$ cat config.mk
export PLATFORM = sky130hd
export DESIGN_NAME = sac_scan
export DESIGN_NICKNAME = d
export VERILOG_FILES = /design/src/sac_pkg.sv /design/src/sac_scan.sv
export SDC_FILE = /design/constraint.sdc
export NUM_CORES = 1
export LEC_CHECK = 0
export CAP_MARGIN = 5
export CELL_PAD_IN_SITES_DETAIL_PLACEMENT = 0
export CELL_PAD_IN_SITES_GLOBAL_PLACEMENT = 1
export CORE_AREA = 2 2 126 128
export DETAILED_ROUTE_END_ITERATION = 12
export DIE_AREA = 0 0 128 130
export DONT_BUFFER_PORTS = 1
export PLACE_DENSITY = 0.35
export SETUP_SLACK_MARGIN = 0.4
export SYNTH_ARGS = -nofsm -noshare
export SYNTH_HDL_FRONTEND = slang
export SYNTH_SLANG_ARGS = --single-unit
$ cat constraint.sdc
create_clock -name i_clk -period 1.9 [get_ports i_clk]
set_input_delay 0.285 -clock i_clk [delete_from_list [all_inputs] [get_ports i_clk]]
set_output_delay 0.285 -clock i_clk [all_outputs]
set_load 0.02 [all_outputs]
$ cat src/sac_pkg.sv
`timescale 1ns / 1ps
// ----------------------------------------------------------------------------
// sac_pkg
// Shared types and constants for the set-associative cache timing block.
// ----------------------------------------------------------------------------
package sac_pkg;

    // Default geometry
    localparam int MAX_SETS_DEF   = 256;
    localparam int MAX_WAYS_DEF   = 8;
    localparam int ADDR_WIDTH_DEF = 32;

    // Timing rules
    localparam int MISS_BYTE_CYC = 25;
    localparam int WT_CYC        = 100;
    localparam int OB_MAX        = 10;

    // Stream widths
    localparam int IN_TDATA_W  = 40;
    localparam int OUT_TDATA_W = 280;

    // Configuration register indexes
    localparam int CFG_ADDR_W = 3;
    localparam logic [CFG_ADDR_W-1:0] CFG_INDEX_BITS    = 3'd0;
    localparam logic [CFG_ADDR_W-1:0] CFG_OFFSET_BITS   = 3'd1;
    localparam logic [CFG_ADDR_W-1:0] CFG_WAYS_IN_USE   = 3'd2;
    localparam logic [CFG_ADDR_W-1:0] CFG_WRITE_ALLOC   = 3'd3;
    localparam logic [CFG_ADDR_W-1:0] CFG_WRITE_THROUGH = 3'd4;

    // Way indexes in the scan result are sized for the largest supported set
    localparam int SCAN_IDX_W = 4;

    typedef enum logic [1:0] {
        ST_IDLE,
        ST_READ,
        ST_SCAN,
        ST_UPDATE
    } t_state;

    typedef struct packed {
        logic                  hit;
        logic                  has_inv;
        logic [SCAN_IDX_W-1:0] hit_way;
        logic [SCAN_IDX_W-1:0] inv_way;
        logic [SCAN_IDX_W-1:0] old_way;
    } t_scan_res;

endpackage

$ cat src/sac_scan.sv
`timescale 1ns / 1ps
// ----------------------------------------------------------------------------
// sac_scan
// Shared tag compare unit that walks the ways of one set, one per cycle while i_run is high.
// ----------------------------------------------------------------------------
module sac_scan #(
    parameter int MAX_WAYS   = sac_pkg::MAX_WAYS_DEF,
    parameter int ADDR_WIDTH = sac_pkg::ADDR_WIDTH_DEF,
    parameter int WAY_W      = 1,
    parameter int AGE_W      = 1
) (
    input  logic                                i_clk,
    input  logic                                i_rst_n,
    input  logic                                i_start,
    input  logic                                i_run,
    input  logic [WAY_W-1:0]                    i_last_way,
    input  logic [ADDR_WIDTH-1:0]               i_tag,
    input  logic [MAX_WAYS-1:0][ADDR_WIDTH-1:0] i_tags,
    input  logic [MAX_WAYS-1:0]                 i_vld,
    input  logic [MAX_WAYS-1:0][AGE_W-1:0]      i_age,
    output logic                                o_done,
    output sac_pkg::t_scan_res                  o_res
);

    logic [WAY_W-1:0] r_w;
    logic             r_hit;
    logic             r_has_inv;
    logic [WAY_W-1:0] r_hw;
    logic [WAY_W-1:0] r_inv;
    logic [WAY_W-1:0] r_old;
    logic [AGE_W-1:0] r_old_age;
    logic             cur_hit;

    assign cur_hit = i_vld[r_w] && (i_tags[r_w] == i_tag);
    assign o_done  = i_run && (cur_hit || (r_w == i_last_way));

    // Walk the ways: first hit, lowest invalid way, oldest way (lowest on a tie).
    always_ff @(posedge i_clk) begin
        if (!i_rst_n) begin
            r_w       <= '0;
            r_hit     <= 1'b0;
            r_has_inv <= 1'b0;
            r_hw      <= '0;
            r_inv     <= '0;
            r_old     <= '0;
            r_old_age <= '0;
        end else if (i_start) begin
            r_w       <= '0;
            r_hit     <= 1'b0;
            r_has_inv <= 1'b0;
            r_hw      <= '0;
            r_inv     <= '0;
            r_old     <= '0;
            r_old_age <= '0;
        end else if (i_run) begin
            r_w <= r_w + 1'b1;
            if (cur_hit && !r_hit) begin
                r_hit <= 1'b1;
                r_hw  <= r_w;
            end
            if (!i_vld[r_w] && !r_has_inv) begin
                r_has_inv <= 1'b1;
                r_inv     <= r_w;
            end
            // Way 0 always seeds the oldest candidate with its own age.
            if (r_w == '0 || i_age[r_w] > r_old_age) begin
                r_old     <= r_w;
                r_old_age <= i_age[r_w];
            end
        end
    end

    always_comb begin
        o_res         = '0;
        o_res.hit     = r_hit;
        o_res.has_inv = r_has_inv;
        o_res.hit_way = sac_pkg::SCAN_IDX_W'(r_hw);
        o_res.inv_way = sac_pkg::SCAN_IDX_W'(r_inv);
        o_res.old_way = sac_pkg::SCAN_IDX_W'(r_old);
    end

endmodule

==> results of run 1 <==
through the flow:
step | worst slack (ns) | power, W
6_report | -0.699 | 0.000810
5_1_grt | -0.979 | 0.000866
4_1_cts | -0.757 | 0.000798
2_1_floorplan | -0.183 | 0.000364
3_3_place_gp | -0.688 | 0.000405
3_5_place_dp | -0.684 | 0.000406
worst paths after layout:
kind	from	endpoint	slack [ns]
hold reg to reg	r_old_age	r_old_age	0.48
hold / removal	i_run	r_has_inv	0.21
setup / recovery	r_w	o_done	-0.70
setup reg to reg	r_w	r_hw	-0.33
critical path, stage by stage (launching register included):
cell and delay, ns:
sky130_fd_sc_hd__dfxtp_4 0.40, sky130_fd_sc_hd__clkbuf_16 0.16, sky130_fd_sc_hd__buf_4 0.10, sky130_fd_sc_hd__mux2i_1 0.20, sky130_fd_sc_hd__xnor2_1 0.08, sky130_fd_sc_hd__nor4_1 0.24, sky130_fd_sc_hd__nand2_1 0.18, sky130_fd_sc_hd__nor4_4 0.36
sky130_fd_sc_hd__nor2_1 0.10, sky130_fd_sc_hd__nor2_2 0.13, sky130_fd_sc_hd__buf_6 0.12
layer usage:
layer  global-route usage [%]  routed length, µm  vias up
met5                        0                  6        -
met4                     1.16                 19        2
met1                     7.20               2180      434
met3                     4.18                820        2
met2                     10.2               2430       93
li1                         -                  -      476
cells in the mapped netlist:
cell                        n
sky130_fd_sc_hd__a21boi_1   1
sky130_fd_sc_hd__a21oi_1    4
sky130_fd_sc_hd__a221oi_1   1
sky130_fd_sc_hd__a31oi_1    1
sky130_fd_sc_hd__and3_1     1
sky130_fd_sc_hd__buf_2      1
sky130_fd_sc_hd__buf_4     14
sky130_fd_sc_hd__buf_6      3
sky130_fd_sc_hd__clkbuf_1   1
sky130_fd_sc_hd__conb_1     1
sky130_fd_sc_hd__dfxtp_1    7
sky130_fd_sc_hd__inv_1      5
sky130_fd_sc_hd__mux2i_1   33
sky130_fd_sc_hd__nand2_1    1
sky130_fd_sc_hd__nand2b_1   2
sky130_fd_sc_hd__nand3_1    2
sky130_fd_sc_hd__nand4_1    1
sky130_fd_sc_hd__nor2_1     9
sky130_fd_sc_hd__nor3_1     2
sky130_fd_sc_hd__nor4_1     6
sky130_fd_sc_hd__nor4_4     1
sky130_fd_sc_hd__o211ai_1   2
sky130_fd_sc_hd__o21ai_0    3
sky130_fd_sc_hd__o21ba_1    1
sky130_fd_sc_hd__xnor2_1   29
sky130_fd_sc_hd__xor2_1     4
sequential cells by signal, summed over array words and instances (netlist names):
name and count:
r_has_inv 1, r_w 1, r_old_age 1, r_old 1, r_inv 1, r_hw 1
r_hit 1
report_power, final:
| part | switching, W | internal [W] |
|---|---|---|
| Sequential | 0.00000710 | 0.000151 |
| Combinational | 0.000136 | 0.000147 |
| Clock | 0.0000889 | 0.000280 |
final cells by class:
| type | instances | area share (%) |
|---|---|---|
| clock buffer | 4 | 4.84 |
| timing repair buffer | 20 | 12.1 |
| tap | 192 | 14.7 |
| inverter | 5 | 1.15 |
| multi-input combinational | 113 | 58.4 |
| sequential | 7 | 8.83 |
logic make-up (layout without fill, tap and decap cells):
group | after synthesis | after routing | synth area share (%)
xor+xnor | 33 | 33 | 25.1
mux | 33 | 33 | 28.6
simple gates | 25 | 25 | 12.3
buf+inv | 24 | 29 | 14.4
compound gates | 13 | 13 | 7.16
flops | 7 | 7 | 12.1
other cells | 1 | 9 | 0.325
timing repair:
action                                 in CTS  in global routing
buffers inserted                            3                  4
gates resized for setup                     7                  9
gates cloned                                0                  1
endpoints found under the hold margin       0                  0
pin swaps                                   3                  6
setup endpoints to repair                   3                  4
==> reports/results.md, run 1 <==
| Metric | Reported |
|:---|:---|
| Number of synthesized register bits | 7 |
| Share of final-layout standard cells stronger than drive strength 1 | 24.8% |
| Global route overflow | 0 |
| Proportion of netlist area held by the largest area contributor | 28.6% |
| Total leakage power | 0.522 nW |
| Maximum number of pins on one net before global-route repair | 14 |
| Number of endpoints failing setup at the final stage | 3 |
| Largest vdd supply drop | 245 µV |
| Post-Synthesis Cell Area | 1150 µm² |
| Number of cells traversed by the worst hold path | 2 |
| Non-filler instance count after layout | 341 |
| Final wirelength | 5460 µm |
| Crit path kind | flip-flop to output port |
| Worst min path class | primary input to flip-flop |
| Tot GR Track Use | 6.36% |
| Final hold violation count | 0 |
| Register cell area after layout | 144 µm² |
| Maximum clock frequency | 385 MHz |
| Initial antenna violation count | 0 |
| Number of hold buffers added after cts | 0 |
| I/O Buffers | 0 |
| Number of buffers on the longest clock path | 2 |
| Startpoint types | flip-flop |
| Die ar. | 16600 µm² |
| Post-layout minimum cycle time | 2.60 ns |
| Sequential element share of the synthesized area | 12.1% |
| Area overhead of the layout relative to synthesis | 41.2% |
| Core area | 15400 µm² |
| Final critical-path share of the clock period | 137% |
| DP Cell Count | 329 |
| Violated checks | setup timing |
| Max-slew violation count | 0 |
| Root buffer cell | sky130_fd_sc_hd__clkbuf_16 |
| Synth area leader | sky130_fd_sc_hd__mux2i_1 |
| Rows | 46 |
| Worst setup EP type | output port |
| Vertical extent of the die | 130 µm |
| Cell area after placement | 1400 µm² |
| Clock latency reported for the late side of the worst-skew pair | 0.23 ns |
| DRC marker count from the first detailed-route iteration | 22 |
| Clock tree from TritonCTS | done |
| Routed wire per std cell | 16.0 µm |
| DP HPWL | 4880 µm |
| Unrepaired setup endpoints after global routing | yes |
| Data required time at the worst endpoint | 1.62 ns |
| DIE WIDTH | 128 µm |
| Number of global-route vias before repair | 1100 |
| Smallest hold slack | 0.207 ns |
| CTS sink cnt | 7 |
| Max-capacitance violation count | 0 |
| Gpl congestion | 0.673 |
| Reg2Reg Depth | 10 |
| Number of fill cells | 1787 |
| Initial core utilization | 7.48% |
| Crit path DAT | 2.31 ns |
| Number of CTS-inserted buffers | 3 |
| Worst-case setup margin in the final layout | -0.699 ns |
| Top library cells by usage in the layout, fill and taps aside | sky130_fd_sc_hd__xnor2_1 (28), sky130_fd_sc_hd__mux2i_1 (28), sky130_fd_sc_hd__buf_4 (16) |
| Power density relative to cell area | 497 nW/µm² |
| First-pass GRT wire length | 7240 µm |
| TNS Setup | -1.26 ns |
| Number of diodes | 0 |
| Maximum net fanout on the critical path | 6 |
| Area occupied by multi-input gates | 951 µm² |
| DR DRC count | 0 |
| Number of nets still failing antenna checks after routing | 0 |
| Clock edge transition at the registers on the reported setup and hold paths | 0.04 ns |
| Fin nets | 459 |
| Drt pass-1 iters | 8 |
| Leading cell types by total area after synthesis | sky130_fd_sc_hd__mux2i_1 (29%), sky130_fd_sc_hd__xnor2_1 (22%), sky130_fd_sc_hd__dfxtp_1 (12%), sky130_fd_sc_hd__buf_4 (9.1%), sky130_fd_sc_hd__nor4_1 (3.3%) |
| Area of all placed cells without fillers | 1630 µm² |
| Post-synthesis instance total | 136 |
| Result of the run | complete, but fails checks |
| Top-level I/O count | 324 |
| Yosys Warn Count | 0 |
| Vias per std cell | 2.95 |
| H-tree depth | 1 |
| Utilization after layout | 10.6% |
| Clock Skew | 0.00626 ns |
| Vias after detailed routing | 1007 |
| Post-synth cell types | 26 |
| Post-synthesis average cell area | 8.48 µm² |
No activity file was read; power rests on OpenSTA's default activity.
==> inputs of run 2 (changes only) <==
CTS_BUF_LIST = sky130_fd_sc_hd__clkbuf_4 sky130_fd_sc_hd__clkbuf_8 sky130_fd_sc_hd__clkbuf_16   (was unset)
==> reports/results.md, run 2 (synthesized netlist as in run 1, its figures left out) <==
| Metric | Reported | Change |
|:---|:---|:---|
| Maximum number of pins on one net before global-route repair | 14 | unchanged |
| First-pass GRT wire length | 7240 µm | unchanged |
| Number of diodes | 0 | unchanged |
| Tot GR Track Use | 6.36% | unchanged |
| Die ar. | 16600 µm² | unchanged |
| Number of hold buffers added after cts | 0 | unchanged |
| Smallest hold slack | 0.207 ns | unchanged |
| Fin nets | 459 | unchanged |
| Root buffer cell | sky130_fd_sc_hd__clkbuf_16 | unchanged |
| CTS sink cnt | 7 | unchanged |
| Clock tree from TritonCTS | done | unchanged |
| Vias after detailed routing | 1007 | unchanged |
| Post-layout minimum cycle time | 2.61 ns | was 2.60 ns |
| Largest stage delay on the critical path | 0.40 ns | about the same |
| Max-slew violation count | 0 | unchanged |
| Number of nets still failing antenna checks after routing | 0 | unchanged |
| Core area | 15400 µm² | unchanged |
| Top-level I/O count | 324 | unchanged |
| Cell with the biggest individual delay on the critical path | sky130_fd_sc_hd__dfxtp_4 | unchanged |
| Global route overflow | 0 | unchanged |
| Routed wire per std cell | 16.0 µm | about the same |
| Initial antenna violation count | 0 | unchanged |
| Worst setup EP type | output port | unchanged |
| Crit path DAT | 2.32 ns | was 2.31 ns |
| I/O Buffers | 0 | unchanged |
| Area overhead of the layout relative to synthesis | 41.5% | was 41.2% |
| Largest vdd supply drop | 245 µV | about the same |
| Clock edge transition at the registers on the reported setup and hold paths | 0.04 ns | about the same |
| Number of endpoints failing setup at the final stage | 3 | unchanged |
| Final hold violation count | 0 | unchanged |
| DRC marker count from the first detailed-route iteration | 22 | unchanged |
| Drt pass-1 iters | 8 | unchanged |
| Final wirelength | 5450 µm | was 5460 µm |
| Rows | 46 | unchanged |
| DP HPWL | 4880 µm | unchanged |
| H-tree depth | 1 | unchanged |
| Startpoint types | flip-flop | unchanged |
| Clock latency reported for the late side of the worst-skew pair | 0.24 ns | was 0.23 ns |
| Gpl congestion | 0.673 | unchanged |
| Crit path kind | flip-flop to output port | unchanged |
| Number of global-route vias before repair | 1101 | was 1100 |
| Data required time at the worst endpoint | 1.62 ns | about the same |
| TNS Setup | -1.28 ns | was -1.26 ns |
| Total leakage power | 0.525 nW | was 0.522 nW |
| Power density relative to cell area | 506 nW/µm² | was 497 nW/µm² |
| Critical-path cell list | clkbuf_16, buf_4, mux2i_1, xnor2_1, nor4_2, nand3_2, nor4_4, nor2_1, nor2_2, buf_6 | was clkbuf_16, buf_4, mux2i_1, xnor2_1, nor4_1, nand2_1, nor4_4, nor2_1, nor2_2, buf_6 |
| Maximum clock frequency | 383 MHz | was 385 MHz |
| Maximum net fanout on the critical path | 6 | unchanged |
| Violated checks | setup timing | unchanged |
| Number of CTS-inserted buffers | 3 | unchanged |
| Max-capacitance violation count | 0 | unchanged |
| Clock Skew | 0.00726 ns | was 0.00626 ns |
| DIE WIDTH | 128 µm | unchanged |
| Vias per std cell | 2.95 | unchanged |
| Utilization after layout | 10.6% | about the same |
| Worst min path class | primary input to flip-flop | unchanged |
| DR DRC count | 0 | unchanged |
| Worst-case setup margin in the final layout | -0.709 ns | was -0.699 ns |
| Number of buffers on the longest clock path | 2 | unchanged |
| Vertical extent of the die | 130 µm | unchanged |
| Top library cells by usage in the layout, fill and taps aside | sky130_fd_sc_hd__xnor2_1 (28), sky130_fd_sc_hd__mux2i_1 (28), sky130_fd_sc_hd__buf_4 (16) | unchanged |
| Reg-to-reg setup timing slack | -0.34 ns | was -0.33 ns |
| Share of final-layout standard cells stronger than drive strength 1 | 25.5% | was 24.8% |
| Final critical-path share of the clock period | 137% | about the same |
| Unrepaired setup endpoints after global routing | yes | unchanged |
| Initial core utilization | 7.48% | unchanged |
| Result of the run | complete, but fails checks | unchanged |
-- run 2: cell counts in the layout (fill, tap and decap cells not counted) --
Identical to the previous run, type by type.
-- run 2: stage by stage --
stage	total power [W]	std cells	cell area [µm²]	setup slack, ns
2_1_floorplan	0.000364	144	1200	-0.183
3_3_place_gp	0.000405	329	1400	-0.688
3_5_place_dp	0.000406	329	1400	-0.684
4_1_cts	0.000811	336	1530	-0.757
5_1_grt	0.000880	341	1630	-0.979
6_report	0.000826	341	1630	-0.709
-- run 2: final timing paths --
path                            cells past startpoint       from   endpoint
worst max-delay path                               10        r_w     o_done
worst max register to register                     10        r_w       r_hw
worst min register to register                      2  r_old_age  r_old_age
worst min-delay path                                2      i_run  r_has_inv
-- run 2: layout make-up --
type                            count  area, µm²
Multi-Input combinational cell    113        951
Inverter                            5       18.8
Fill cell                        1787      13800
Timing Repair Buffer               20        196
Tap cell                          192        240
Sequential cell                     7        144
Clock buffer                        4       82.6
-- run 2: per-layer routing --
| metal | vias up | global-route usage [%] | routed length (µm) |
|---|---|---|---|
| li1 | 476 | - | - |
| met1 | 434 | 7.20 | 2170 |
| met2 | 93 | 10.2 | 2430 |
| met3 | 2 | 4.18 | 820 |
| met4 | 2 | 1.16 | 19 |
| met5 | - | 0 | 6 |
-- run 2: where the power goes --
group          switching, W  leakage [nW]  internal, W  total [W]
combinational      0.000136         0.426     0.000147   0.000283
sequential       0.00000710        0.0575     0.000151   0.000158
clock             0.0000906        0.0416     0.000295   0.000385
total              0.000234         0.525     0.000592   0.000826
-- run 2: critical path: cells and delay by family, from the launching register on --
kind                   cells  cell delay, ns
AND/OR/NAND/NOR            5            0.95
flip-flops                 1            0.40
buffers and inverters      3            0.38
multiplexers               1            0.20
XOR/XNOR                   1            0.15
-- run 2: timing repair --
item                       in CTS  in global routing
gates cloned                    0                  1
gates resized for setup         7                  9
pin swaps                       3                  6
setup endpoints to repair       3                  4
setup buffers                   3                  4
